`src/hdl/rrt_pkg.sv`:
```
`timescale 1ns / 1ps

package rrt_pkg;

	// Register indexes of the configuration port
	localparam logic [1:0] REG_SAMPLE_STEP = 2'd0;
	localparam logic [1:0] REG_RATE_LOW    = 2'd1;
	localparam logic [1:0] REG_RATE_HIGH   = 2'd2;

	// Reset values of the configuration registers
	localparam logic [11:0] STEP_RESET = 12'd250;
	localparam logic [7:0]  LOW_RESET  = 8'd40;
	localparam logic [7:0]  HIGH_RESET = 8'd200;

	// Milliseconds per minute, and the same scaled by 256 for Q8.8 output
	localparam logic [23:0] MS_PER_MIN    = 24'd60000;
	localparam logic [23:0] MS_PER_MIN_Q8 = 24'd15360000;

	localparam logic [15:0] RATE_MAX = 16'hFFFF;

	// Divider iteration counts for each use
	localparam logic [5:0] ITER_RATE   = 6'd24;
	localparam logic [5:0] ITER_INTERP = 6'd16;
	localparam logic [5:0] ITER_MOD    = 6'd32;

	typedef enum logic [1:0] {
		DIV_RATE,
		DIV_INTERP,
		DIV_MOD
	} div_op_t;

	typedef enum logic [3:0] {
		ST_IDLE,
		ST_BAND,
		ST_RATE_WAIT,
		ST_CHECK,
		ST_DIV_GO,
		ST_DIV_WAIT,
		ST_EMIT,
		ST_MOD_GO,
		ST_MOD_WAIT
	} state_t;

	// Commands from the controller to the datapath
	typedef struct packed {
		logic    load;         // take a beat interval, advance the beat clock
		logic    div_start;    // launch the shared divider
		div_op_t div_op;       // which division to launch
		logic    setup;        // latch beat rate, span, offset, clear count
		logic    mul;          // register rate difference times offset
		logic    take_beat;    // sample sits on the beat: take its rate
		logic    take_interp;  // take the interpolated rate
		logic    emit;         // load the output register, advance the grid
		logic    fin_norm;     // close the beat, grid continues from offset
		logic    fin_mod;      // close the beat, grid jumps past the beat
	} cmd_t;

	// Status from the datapath to the controller
	typedef struct packed {
		logic drop;       // beat rate outside the band
		logic off_gt;     // next grid point lies after the beat
		logic off_eq;     // next grid point lies on the beat
		logic div_done;   // divider finished this cycle
		logic out_free;   // output register can take a sample
		logic emit_ovf;   // sample being emitted hits the cap before the beat
	} stat_t;

endpackage

```
`src/hdl/rrt_div.sv`:
```
`timescale 1ns / 1ps

// Restoring divider, one quotient bit per cycle.
// The partial remainder starts at r0 and numerator bits shift in from the
// top of n0; quotient bits collect at the bottom of quo.
module rrt_div import rrt_pkg::*; (
	input  logic        clk,
	input  logic        arst_n,
	input  logic        start,
	input  logic [31:0] r0,
	input  logic [47:0] n0,
	input  logic [31:0] d,
	input  logic [5:0]  iters,
	output logic        done,
	output logic [47:0] quo,
	output logic [31:0] rem
);

	logic [31:0] r_q;
	logic [47:0] n_q;
	logic [31:0] d_q;
	logic [5:0]  cnt_q;
	logic        busy_q;
	logic        done_q;

	logic [32:0] trial;
	logic        ge;
	logic [32:0] r_next;

	// Shift one bit in, subtract when it fits
	assign trial  = {r_q, n_q[47]};
	assign ge     = trial >= {1'b0, d_q};
	assign r_next = ge ? (trial - {1'b0, d_q}) : trial;

	// Control of the iteration
	always_ff @(posedge clk or negedge arst_n) begin
		if (!arst_n) begin
			busy_q <= 1'b0;
			done_q <= 1'b0;
			cnt_q  <= '0;
		end else if (start) begin
			busy_q <= 1'b1;
			done_q <= 1'b0;
			cnt_q  <= iters;
		end else if (busy_q) begin
			cnt_q <= cnt_q - 6'd1;
			if (cnt_q == 6'd1) begin
				busy_q <= 1'b0;
				done_q <= 1'b1;
			end
		end else begin
			done_q <= 1'b0;
		end
	end

	// Remainder and numerator/quotient shift register
	always_ff @(posedge clk) begin
		if (start) begin
			r_q <= r0;
			n_q <= n0;
			d_q <= d;
		end else if (busy_q) begin
			r_q <= r_next[31:0];
			n_q <= {n_q[46:0], ge};
		end
	end

	assign done = done_q;
	assign quo  = n_q;
	assign rem  = r_q;

endmodule

```
`src/hdl/rrt_dpath.sv`:
```
`timescale 1ns / 1ps

module rrt_dpath import rrt_pkg::*; #(
	parameter int MAX_SAMPLES_PER_BEAT = 64
) (
	input  logic        clk,
	input  logic        arst_n,
	input  cmd_t        cmd,
	output stat_t       stat,
	input  logic [15:0] rr_ms,
	input  logic        cfg_wr_en,
	input  logic [1:0]  cfg_index,
	input  logic [11:0] cfg_data,
	output logic        out_valid,
	input  logic        out_ready,
	output logic [31:0] out_time,
	output logic [15:0] out_rate,
	output logic        out_last,
	output logic        out_ovf
);

	localparam int CW = $clog2(MAX_SAMPLES_PER_BEAT + 1);
	localparam logic [CW-1:0] CAP = CW'(MAX_SAMPLES_PER_BEAT);

	// Configuration
	logic [11:0] step_q;
	logic [7:0]  rate_low_q;
	logic [7:0]  rate_high_q;

	// Beat and grid state
	logic [31:0] beat_clock_q;
	logic [31:0] prev_time_q;
	logic [15:0] prev_rate_q;
	logic [31:0] next_time_q;
	logic        seen_q;

	// Working registers of one beat
	logic [15:0]   rr_q;
	logic [15:0]   yb_q;
	logic [31:0]   span_q;
	logic [32:0]   off_q;
	logic [CW-1:0] cnt_q;
	logic [47:0]   prod_q;
	logic [15:0]   rate_q;

	// Output register
	logic        out_valid_q;
	logic [31:0] out_time_q;
	logic [15:0] out_rate_q;
	logic        out_last_q;
	logic        out_ovf_q;

	logic [11:0]   step_eff;
	logic [23:0]   lo_prod;
	logic [23:0]   hi_prod;
	logic [23:0]   rate_num;
	logic          up;
	logic [15:0]   diff;
	logic [47:0]   interp_num;
	logic [32:0]   off_next;
	logic [CW-1:0] cnt_next;
	logic          cap_hit;
	logic          past_beat;
	logic [31:0]   mod_arg;

	logic        div_start;
	logic [31:0] div_r0;
	logic [47:0] div_n0;
	logic [31:0] div_d;
	logic [5:0]  div_iters;
	logic        div_done;
	logic [47:0] div_quo;
	logic [31:0] div_rem;

	assign step_eff = (step_q == 12'd0) ? 12'd1 : step_q;

	// Band test, exact: rate_low*rr <= 60000 <= rate_high*rr
	assign lo_prod = {16'd0, rate_low_q} * {8'd0, rr_q};
	assign hi_prod = {16'd0, rate_high_q} * {8'd0, rr_q};

	// Rounded beat rate numerator
	assign rate_num = MS_PER_MIN_Q8 + {9'd0, rr_q[15:1]};

	// Interpolation terms
	assign up         = yb_q >= prev_rate_q;
	assign diff       = up ? (yb_q - prev_rate_q) : (prev_rate_q - yb_q);
	assign interp_num = prod_q + {17'd0, span_q[31:1]};

	// Grid advance and per-beat cap
	assign off_next  = off_q + {21'd0, step_eff};
	assign cnt_next  = cnt_q + 1'b1;
	assign cap_hit   = cnt_next == CAP;
	assign past_beat = off_next > {1'b0, span_q};
	assign mod_arg   = span_q - off_q[31:0];

	// Operand select of the shared divider
	assign div_start = cmd.div_start;
	always_comb begin
		div_r0    = 32'd0;
		div_n0    = {rate_num, 24'd0};
		div_d     = {16'd0, rr_q};
		div_iters = ITER_RATE;
		case (cmd.div_op)
			DIV_RATE: begin
				div_r0    = 32'd0;
				div_n0    = {rate_num, 24'd0};
				div_d     = {16'd0, rr_q};
				div_iters = ITER_RATE;
			end
			DIV_INTERP: begin
				div_r0    = interp_num[47:16];
				div_n0    = {interp_num[15:0], 32'd0};
				div_d     = span_q;
				div_iters = ITER_INTERP;
			end
			DIV_MOD: begin
				div_r0    = 32'd0;
				div_n0    = {mod_arg, 16'd0};
				div_d     = {20'd0, step_eff};
				div_iters = ITER_MOD;
			end
			default: begin
				div_r0    = 32'd0;
				div_n0    = {rate_num, 24'd0};
				div_d     = {16'd0, rr_q};
				div_iters = ITER_RATE;
			end
		endcase
	end

	rrt_div u_div (
		.clk    (clk),
		.arst_n (arst_n),
		.start  (div_start),
		.r0     (div_r0),
		.n0     (div_n0),
		.d      (div_d),
		.iters  (div_iters),
		.done   (div_done),
		.quo    (div_quo),
		.rem    (div_rem)
	);

	// Configuration writes
	always_ff @(posedge clk or negedge arst_n) begin
		if (!arst_n) begin
			step_q      <= STEP_RESET;
			rate_low_q  <= LOW_RESET;
			rate_high_q <= HIGH_RESET;
		end else if (cfg_wr_en) begin
			case (cfg_index)
				REG_SAMPLE_STEP: step_q      <= cfg_data;
				REG_RATE_LOW:    rate_low_q  <= cfg_data[7:0];
				REG_RATE_HIGH:   rate_high_q <= cfg_data[7:0];
				default: ;
			endcase
		end
	end

	// Beat clock and kept point
	always_ff @(posedge clk or negedge arst_n) begin
		if (!arst_n) begin
			beat_clock_q <= '0;
			prev_time_q  <= '0;
			prev_rate_q  <= '0;
			next_time_q  <= '0;
			seen_q       <= 1'b0;
		end else begin
			if (cmd.load) begin
				beat_clock_q <= seen_q ? (beat_clock_q + {16'd0, rr_ms}) : 32'd0;
				seen_q       <= 1'b1;
			end
			if (cmd.fin_norm) begin
				next_time_q <= prev_time_q + off_q[31:0];
				prev_time_q <= beat_clock_q;
				prev_rate_q <= yb_q;
			end
			if (cmd.fin_mod) begin
				next_time_q <= beat_clock_q + {20'd0, step_eff} - {20'd0, div_rem[11:0]};
				prev_time_q <= beat_clock_q;
				prev_rate_q <= yb_q;
			end
		end
	end

	// Working registers of the current beat
	always_ff @(posedge clk) begin
		if (cmd.load) begin
			rr_q <= rr_ms;
		end
		if (cmd.setup) begin
			yb_q   <= (div_quo[23:16] != 8'd0) ? RATE_MAX : div_quo[15:0];
			span_q <= beat_clock_q - prev_time_q;
			off_q  <= {1'b0, next_time_q - prev_time_q};
		end
		if (cmd.mul) begin
			prod_q <= {16'd0, diff} * {16'd0, off_q[31:0]};
		end
		if (cmd.take_beat) begin
			rate_q <= yb_q;
		end
		if (cmd.take_interp) begin
			rate_q <= up ? (prev_rate_q + div_quo[15:0]) : (prev_rate_q - div_quo[15:0]);
		end
		if (cmd.emit) begin
			off_q <= off_next;
		end
	end

	// Sample count of the current beat
	always_ff @(posedge clk or negedge arst_n) begin
		if (!arst_n) begin
			cnt_q <= '0;
		end else if (cmd.setup) begin
			cnt_q <= '0;
		end else if (cmd.emit) begin
			cnt_q <= cnt_next;
		end
	end

	// Output register: hold until transfer
	always_ff @(posedge clk or negedge arst_n) begin
		if (!arst_n) begin
			out_valid_q <= 1'b0;
		end else if (cmd.emit) begin
			out_valid_q <= 1'b1;
		end else if (out_ready) begin
			out_valid_q <= 1'b0;
		end
	end

	always_ff @(posedge clk) begin
		if (cmd.emit) begin
			out_time_q <= prev_time_q + off_q[31:0];
			out_rate_q <= rate_q;
			out_last_q <= past_beat || cap_hit;
			out_ovf_q  <= cap_hit && !past_beat;
		end
	end

	assign out_valid = out_valid_q;
	assign out_time  = out_time_q;
	assign out_rate  = out_rate_q;
	assign out_last  = out_last_q;
	assign out_ovf   = out_ovf_q;

	assign stat.drop     = (lo_prod > MS_PER_MIN) || (hi_prod < MS_PER_MIN);
	assign stat.off_gt   = off_q > {1'b0, span_q};
	assign stat.off_eq   = off_q == {1'b0, span_q};
	assign stat.div_done = div_done;
	assign stat.out_free = !out_valid_q || out_ready;
	assign stat.emit_ovf = cap_hit && !past_beat;

endmodule

```
`src/hdl/rrt_ctrl.sv`:
```
`timescale 1ns / 1ps

module rrt_ctrl import rrt_pkg::*; (
	input  logic  clk,
	input  logic  arst_n,
	input  logic  in_valid,
	output logic  in_ready,
	input  stat_t stat,
	output cmd_t  cmd
);

	state_t state_q;
	state_t state_d;

	// State register
	always_ff @(posedge clk or negedge arst_n) begin
		if (!arst_n) begin
			state_q <= ST_IDLE;
		end else begin
			state_q <= state_d;
		end
	end

	// Next state and commands
	always_comb begin
		state_d  = state_q;
		cmd      = '0;
		cmd.div_op = DIV_RATE;
		in_ready = 1'b0;
		case (state_q)
			ST_IDLE: begin
				in_ready = 1'b1;
				if (in_valid) begin
					cmd.load = 1'b1;
					state_d  = ST_BAND;
				end
			end
			ST_BAND: begin
				if (stat.drop) begin
					state_d = ST_IDLE;
				end else begin
					cmd.div_start = 1'b1;
					cmd.div_op    = DIV_RATE;
					state_d       = ST_RATE_WAIT;
				end
			end
			ST_RATE_WAIT: begin
				if (stat.div_done) begin
					cmd.setup = 1'b1;
					state_d   = ST_CHECK;
				end
			end
			ST_CHECK: begin
				if (stat.off_gt) begin
					cmd.fin_norm = 1'b1;
					state_d      = ST_IDLE;
				end else if (stat.off_eq) begin
					cmd.take_beat = 1'b1;
					state_d       = ST_EMIT;
				end else begin
					cmd.mul = 1'b1;
					state_d = ST_DIV_GO;
				end
			end
			ST_DIV_GO: begin
				cmd.div_start = 1'b1;
				cmd.div_op    = DIV_INTERP;
				state_d       = ST_DIV_WAIT;
			end
			ST_DIV_WAIT: begin
				cmd.div_op = DIV_INTERP;
				if (stat.div_done) begin
					cmd.take_interp = 1'b1;
					state_d         = ST_EMIT;
				end
			end
			ST_EMIT: begin
				if (stat.out_free) begin
					cmd.emit = 1'b1;
					state_d  = stat.emit_ovf ? ST_MOD_GO : ST_CHECK;
				end
			end
			ST_MOD_GO: begin
				cmd.div_start = 1'b1;
				cmd.div_op    = DIV_MOD;
				state_d       = ST_MOD_WAIT;
			end
			ST_MOD_WAIT: begin
				cmd.div_op = DIV_MOD;
				if (stat.div_done) begin
					cmd.fin_mod = 1'b1;
					state_d     = ST_IDLE;
				end
			end
			default: begin
				state_d = ST_IDLE;
			end
		endcase
	end

endmodule

```
`src/hdl/rr_tachogram_resampler.sv`:
```
`timescale 1ns / 1ps

// RR tachogram resampler. Each input transfer carries one RR interval in ms
// that advances a 32-bit beat clock (the first beat sits at time 0). The beat
// rate, round(15360000/rr) in Q8.8 bpm, is checked against the configured bpm
// band; a beat outside it is dropped while the clock still advances. For a
// kept beat the block emits rate samples on a grid of sample_step_ms, linearly
// interpolated from the previous kept point (initially time 0, rate 0) up to
// the beat, at most MAX_SAMPLES_PER_BEAT per beat; the final one carries tlast,
// and tuser marks that further grid points were skipped, after which the grid
// jumps to its first point past the beat. One beat is worked on at a time,
// using a single bit-serial divider: the band test and the rate division, then
// for each interpolated sample a multiply and a division in the divider, while a
// sample that lands on the beat needs no division, and last the beat is closed,
// with a modulo division first when the cap is hit. A dropped beat returns to
// idle after the band test. Output backpressure adds stall cycles; the next
// interval is taken while the last sample still waits in the output register.
// Write configuration only while the block is idle.
module rr_tachogram_resampler import rrt_pkg::*; #(
	parameter int MAX_SAMPLES_PER_BEAT = 64
) (
	input  logic        clk,
	input  logic        arst_n,
	// Input stream
	input  logic        s_axis_tvalid,
	output logic        s_axis_tready,
	input  logic [15:0] s_axis_tdata,   // [15:0] rr_ms
	// Output stream
	output logic        m_axis_tvalid,
	input  logic        m_axis_tready,
	output logic [47:0] m_axis_tdata,   // [31:0] sample_time_ms, [47:32] rate_q8
	output logic        m_axis_tlast,
	output logic        m_axis_tuser,   // [0] overflow
	// Configuration writes
	input  logic        cfg_wr_en,
	input  logic [1:0]  cfg_index,
	input  logic [11:0] cfg_data
);

	cmd_t        cmd;
	stat_t       stat;
	logic [31:0] out_time;
	logic [15:0] out_rate;

	rrt_ctrl u_ctrl (
		.clk      (clk),
		.arst_n   (arst_n),
		.in_valid (s_axis_tvalid),
		.in_ready (s_axis_tready),
		.stat     (stat),
		.cmd      (cmd)
	);

	rrt_dpath #(
		.MAX_SAMPLES_PER_BEAT (MAX_SAMPLES_PER_BEAT)
	) u_dpath (
		.clk       (clk),
		.arst_n    (arst_n),
		.cmd       (cmd),
		.stat      (stat),
		.rr_ms     (s_axis_tdata),
		.cfg_wr_en (cfg_wr_en),
		.cfg_index (cfg_index),
		.cfg_data  (cfg_data),
		.out_valid (m_axis_tvalid),
		.out_ready (m_axis_tready),
		.out_time  (out_time),
		.out_rate  (out_rate),
		.out_last  (m_axis_tlast),
		.out_ovf   (m_axis_tuser)
	);

	assign m_axis_tdata = {out_rate, out_time};

endmodule

```
`config.mk`:
```
export PLATFORM = sky130hd
export DESIGN_NAME = rr_tachogram_resampler
export DESIGN_NICKNAME = d
export VERILOG_FILES = /design/src/hdl/rrt_pkg.sv /design/src/hdl/rrt_div.sv /design/src/hdl/rrt_dpath.sv /design/src/hdl/rrt_ctrl.sv /design/src/hdl/rr_tachogram_resampler.sv
export SDC_FILE = /design/constraint.sdc
export NUM_CORES = 2
export LEC_CHECK = 0
export BUFFER_PORTS_ARGS = -buffer_cell sky130_fd_sc_hd__clkbuf_2
export CAP_MARGIN = 20
export CORE_ASPECT_RATIO = 1.5
export CORE_UTILIZATION = 60
export DETAILED_ROUTE_END_ITERATION = 16
export GPL_TIMING_DRIVEN = 0
export PLACE_DENSITY = 0.76
export SLEW_MARGIN = 25
export SYNTH_ARGS = -nofsm -noshare
export SYNTH_HDL_FRONTEND = slang
export SYNTH_SLANG_ARGS = --single-unit
```
`constraint.sdc`:
```
create_clock -name clk -period 29.2 [get_ports clk]
set_input_delay 5.84 -clock clk [delete_from_list [all_inputs] [get_ports clk]]
set_output_delay 5.84 -clock clk [all_outputs]
set_load 0.1 [all_outputs]
```
**Word level (Yosys, flattened, before mapping)**

Index checks and enable logic that the tools add are counted.

- Add/subtract/negate cells: 17
- Multipliers: 3
- Magnitude comparators: 6
- Eq/ne operators: 21
- Muxes and demuxes: 63
- Reduce and logical (&&, ||, !) cells: 22

Operators with widths:

| operator | number |
|---|---|
| $mux W32 | 9 |
| $sub A32 B32 Y32 | 4 |
| $mux W16 | 6 |
| $mux W48 | 2 |
| $pmux W48 S2 | 1 |
| $gt A33 B32 Y1 | 2 |
| $mux W33 | 2 |
| $pmux W32 S2 | 1 |
| $add A48 B31 Y48 | 1 |
| $mul A16 B32 Y48 | 1 |
| $mul A8 B16 Y24 | 2 |
| $sub A16 B16 Y16 | 3 |
| $pmux W4 S9 | 1 |
| $add A33 B12 Y33 | 1 |
| $eq A33 B32 Y1 | 1 |
| $ge A33 B32 Y1 | 1 |
| $add A32 B12 Y32 | 1 |
| $add A32 B16 Y32 | 1 |
| $add A32 B32 Y32 | 1 |
| $sub A32 B12 Y32 | 1 |
| $gt A24 B16 Y1 const B | 1 |
| $lt A24 B16 Y1 const B | 1 |
| $add A22 B16 Y23 const A | 1 |
| $mux W1 | 21 |
| 35 further kinds | 66 |

- Bits in registers: 484
- Bits of input ports: 35
- Output and inout bits: 52
- Logic and storage cells: 159

**Logic depth before layout (Yosys ltp)**

- Word-level depth: 9
- Mapped depth: 40
- Mapped depth without buffers: 38

**Modules after synthesis**

Synthesis repeated with hierarchy kept, for this count alone.

- Cells, all modules: 6720
- Area total of the unflattened synthesis: 60758.3 sq um

By module, submodules not included:

| module | times used | cells each | area an instance (sq um) | sequential area each (sq um) |
|---|---|---|---|---|
| rrt_dpath | 1 | 6023 | 53212.3 | 10078.4 |
| rrt_div | 1 | 645 | 7140.6 | 3563.4 |
| rrt_ctrl | 1 | 52 | 405.4 | 100.1 |

**Worst setup path before layout**

Ideal clock, no wire load.

- Kind: register to register
- From: reg u_dpath.yb_q[0]
- To: reg u_dpath.prod_q[47] (data pin)
- Library setup time: 0.258 ns
- Arrival time: 9.112 ns
- Required time: 28.942 ns
- Slack: 19.831 ns
- Stages on the path, launching flop included: 38
- Path buffers: 3
- Period minus slack after synthesis: 9.369 ns
- Path through: edfxtp_1 -> inv_1 -> ha_1 -> fa_1 -> nor2b_1 -> o21ai_0 -> a21boi_0 -> o21a_1 -> o21ai_0 -> a31oi_1 -> clkbuf_1 -> buf_1 -> nand2_1 -> o311ai_0 -> o311ai_0 -> xor2_1 -> clkbuf_1 -> nand2_1 -> [2 not listed] -> inv_1 -> fa_1 -> fa_1 -> fa_1 -> inv_1 -> fa_1 -> inv_1 -> ha_1 -> a41o_1 -> a21oi_1 -> o211ai_1 -> a31o_2 -> a221o_1 -> a221o_1 -> a211o_1 -> a221oi_1 -> o21ba_2 -> xnor2_1

- Longest elaborated chain between the ends: 3
- Elaborated cells on any way between the ends: 5
- Those cells by class: 2 x add/sub; 1 x mul; 1 x order compare; 1 x mux

Ends and longest elaborated chain:

| element | line | RTL |
|---|---|---|
| start: declaration | rrt_dpath.sv:39 | `logic [15:0] yb_q;` |
| start signal: assignment | rrt_dpath.sv:192 | `yb_q <= (div_quo[23:16] != 8'd0) ? RATE_MAX : div_quo[15:0];` |
| $sub A16 B16 Y16 or $ge A16 B16 Y1 (tied branches) | rrt_dpath.sv:86, rrt_dpath.sv:85 |  |
| $mux W16 * | rrt_dpath.sv:86 | `assign diff = up ? (yb_q - prev_rate_q) : (prev_rate_q - yb_q);` |
| $mul A16 B32 Y48 * | rrt_dpath.sv:197 | `prod_q <= {16'd0, diff} * {16'd0, off_q[31:0]};` |
| end signal: assignment | rrt_dpath.sv:197 |  |
| end: declaration | rrt_dpath.sv:43 | `logic [47:0] prod_q;` |

Every way passes the cells marked *; elsewhere a longest branch is shown, timed or not.
A chain may end at the register's enable or synchronous reset.

**Worst setup path in the final report**

Same ends and word-level chain as after synthesis.

==> flow_summary.toml <==
[finish]
fin_util_pct = 64.8
area_growth_pct = 6.73
final_cells = 8093
nets = 7979
drive_above_1_share_pct = 5.51

[global_routing]
overflow = 0
grt_pass1_wl_um = 302000
grt_max_degree = 68
track_usage_pct = 39.8
grt_pass1_vias = 51200
antenna_found_initial = 11

[die]
core_area_um2 = 100000
die_h_um = 392
die_w_um = 262
rows = 142
ios = 87
initial_core_util_pct = 60.7
dieArea_um2 = 102000

[critical_path]
slowest_stage = "xor2_1"
worstPathRequired_ps = 29580
arrival_ps = 12800
crit_type = "reg2reg"
cp_max_fo = 10
cp_common_cell = "fa_1"
worstSetupStartpointType = "flip-flop"
slowest_delay_ps = 720
crit_path_end_kind = "flip-flop"

[run]
cap_violations = 0

[logic_synthesis]
yosysWarnings = 0
synth_nets = 7828
ys_ff_latch = 484
synthCells = 6601
ys.flop_type = "edfxtp_1"
ys_top_cells_by_area = "fa_1 (20%), edfxtp_1 (16%), ha_1 (12%), dfrtp_1 (6.2%), inv_1 (5.3%)"
synth_top_area_share_pct = 20.0
syn-cell-area_um2 = 60700
synth_cell_type_count = 93
synth_edf_count = 323
yosysTopAreaCell = "fa_1"
async_flop_share_pct = 33.3
avgSynthCellArea_um2 = 9.20
seq_area_frac_synth_pct = 22.6
synth_common_cells = "inv_1 (865), nand2_1 (761), fa_1 (608)"
synth.most_common_cell = "inv_1"

[clock_network]
cts.sink_count = 484
cts.reportedPaths.clkPinSlew_ps = 70
h-tree-depth = 2
post_cts_buffers = 0
clk_path_buf_depth = 3
cts_resized = 0
clock_latency_ps = 630
clockRootBuffer = "clkbuf_16"
ctsHoldBuffers = 0
numCtsBuffers = 50
cts_tree = "built"

[sta]
slew_headroom_pct = 22.7
final-hold-violation-count = 0
rsz0062_at_grt = "no"
period_minus_slack_ps = 12420
drv_slew = 0
fin_ws_ps = 16780
fmax_ghz = 0.0805
fin_tns_setup_ps = 0
worst_pin_slew_ps = 1160
finalCritPeriodShare_pct = 42.5
finalSetupViolCount = 0
final.setup_skew_ps = 26.1

[placed_design]
port_buffers = 86
hpwl_um = 164000
dp.cells = 7996
gp_congestion = 1.04
place_ws_ps = 17110

[min_path]
hp-class = "reg2reg"

[route]
ant_nets = 0
drc = 0
routed_wl_um = 202000
dr.pass1.iters = 6
detail_route.wl_per_cell_um = 25.0
via_per_inst = 6.28
num_vias = 50800
first_iter_violations = 4554

[status]
outcome = "finished clean"

[power_and_ir_drop]
p_leak_nw = 30.4
p_per_area_nw_per_um2 = 39.8
ir_worst_vdd_uv = 71.0
==> worst max-delay path: cells and delay by family (launching register included) <==
family          cells  cell delay (ps)
flops               1              400
buf+inv             7             1920
xor+xnor            2              790
compound gates     15             4690
fa+ha+maj           9             3960
simple gates        3              390
==> per-stage QoR <==
stage | total power [mW] | area (um^2) | hold WS, ps
after floorplan | 1.65 | 60700 | 400
after global placement | 1.86 | 62800 | 403
after detailed placement | 1.89 | 63000 | 405
after CTS | 2.57 | 64800 | 418
after global routing | 2.76 | 64800 | 424
final | 2.58 | 64800 | 413
==> final timing paths <==
| kind | startpoint | to | slack [ps] | cells past startpoint |
|---|---|---|---|---|
| worst max register to register | u_dpath.yb_q[0] | u_dpath.prod_q[47] | 16780 | 36 |
| worst max-delay path | u_dpath.yb_q[0] | u_dpath.prod_q[47] | 16780 | 36 |
| min in group asynchronous | arst_n | u_dpath.beat_clock_q[11] | 5110 | 1 |
| worst min register to register | u_dpath.rate_q[2] | u_dpath.out_rate[2] | 410 | 0 |
| worst min-delay path | u_dpath.rate_q[2] | u_dpath.out_rate[2] | 410 | 0 |
| max in group asynchronous | arst_n | u_dpath.rate_low_q[3] | 23320 | 2 |
==> state kept, by name (all words and copies together), names as in the netlist, 12 cells and up <==
| signal | cells |
|---|---|
| u_dpath.rate_q | 16 |
| u_dpath.out_rate | 16 |
| u_dpath.prev_rate_q | 16 |
| u_dpath.rr_q | 16 |
| u_dpath.out_time | 32 |
| u_dpath.u_div.d_q | 32 |
| u_dpath.prod_q | 48 |
| u_dpath.yb_q | 16 |
| u_dpath.span_q | 32 |
| u_dpath.next_time_q | 32 |
| u_dpath.prev_time_q | 32 |
| u_dpath.step_q | 12 |
| u_dpath.u_div.quo | 48 |
| u_dpath.off_q | 33 |
| u_dpath.u_div.rem | 32 |
| u_dpath.beat_clock_q | 32 |
==> power by group <==
group,total [mW],switching [mW],internal (mW)
combinational,1.14,0.651,0.490
clock,0.688,0.308,0.380
sequential,0.747,0.0126,0.735
total,2.58,0.972,1.61
==> cell families after synthesis <==
family | count (synthesis) | share of synthesized area (%)
and+or+nand+nor | 1952 | 15.9
AOI/OAI and AO/OA | 1302 | 14.0
xor gates and xnor gates | 365 | 5.27
DFF | 484 | 22.6
adders and majority gates | 1192 | 32.1
buffers and inverters | 1163 | 7.36
muxes | 143 | 2.70
==> metal layers <==
layer  share of wire [%]  vias up  track usage [%]
met2                  47     2371             65.5
met1                  34    25000             42.6
met5               0.010        -                0
met4                  12        4             38.9
li1                    -    22600                -
met3                 7.1      864             6.80
==> final cells by class <==
class | instances | area [um^2]
Clock buffer | 60 | 1320
Sequential cell | 484 | 13700
Fill cell | 8434 | 35200
Tap cell | 1296 | 1620
Buffer | 297 | 1230
Multi-Input combinational cell | 4954 | 42600
Timing Repair Buffer | 99 | 637
Inverter | 866 | 3250
Antenna cell | 4 | 10.0
Clock inverter | 33 | 385
==> cells in the final DEF (no fill, tap or decap), types with 50 or more instances in the layout <==
master	instances
a21o_1	163
a21oi_1	317
a31oi_1	71
and2_1	330
and3_1	79
clkbuf_1	284
clkbuf_16	50
clkbuf_2	93
dfrtp_1	150
edfxtp_1	323
fa_1	608
ha_1	584
inv_1	863
mux2i_1	67
nand2_1	761
nand2b_1	87
nand3_1	104
nand4_1	52
nor2_1	215
nor2b_1	61
nor3_1	107
o21a_1	54
o21ai_0	294
xnor2_1	240
xor2_1	119
Note: power is estimated with default switching activity, not from simulation.
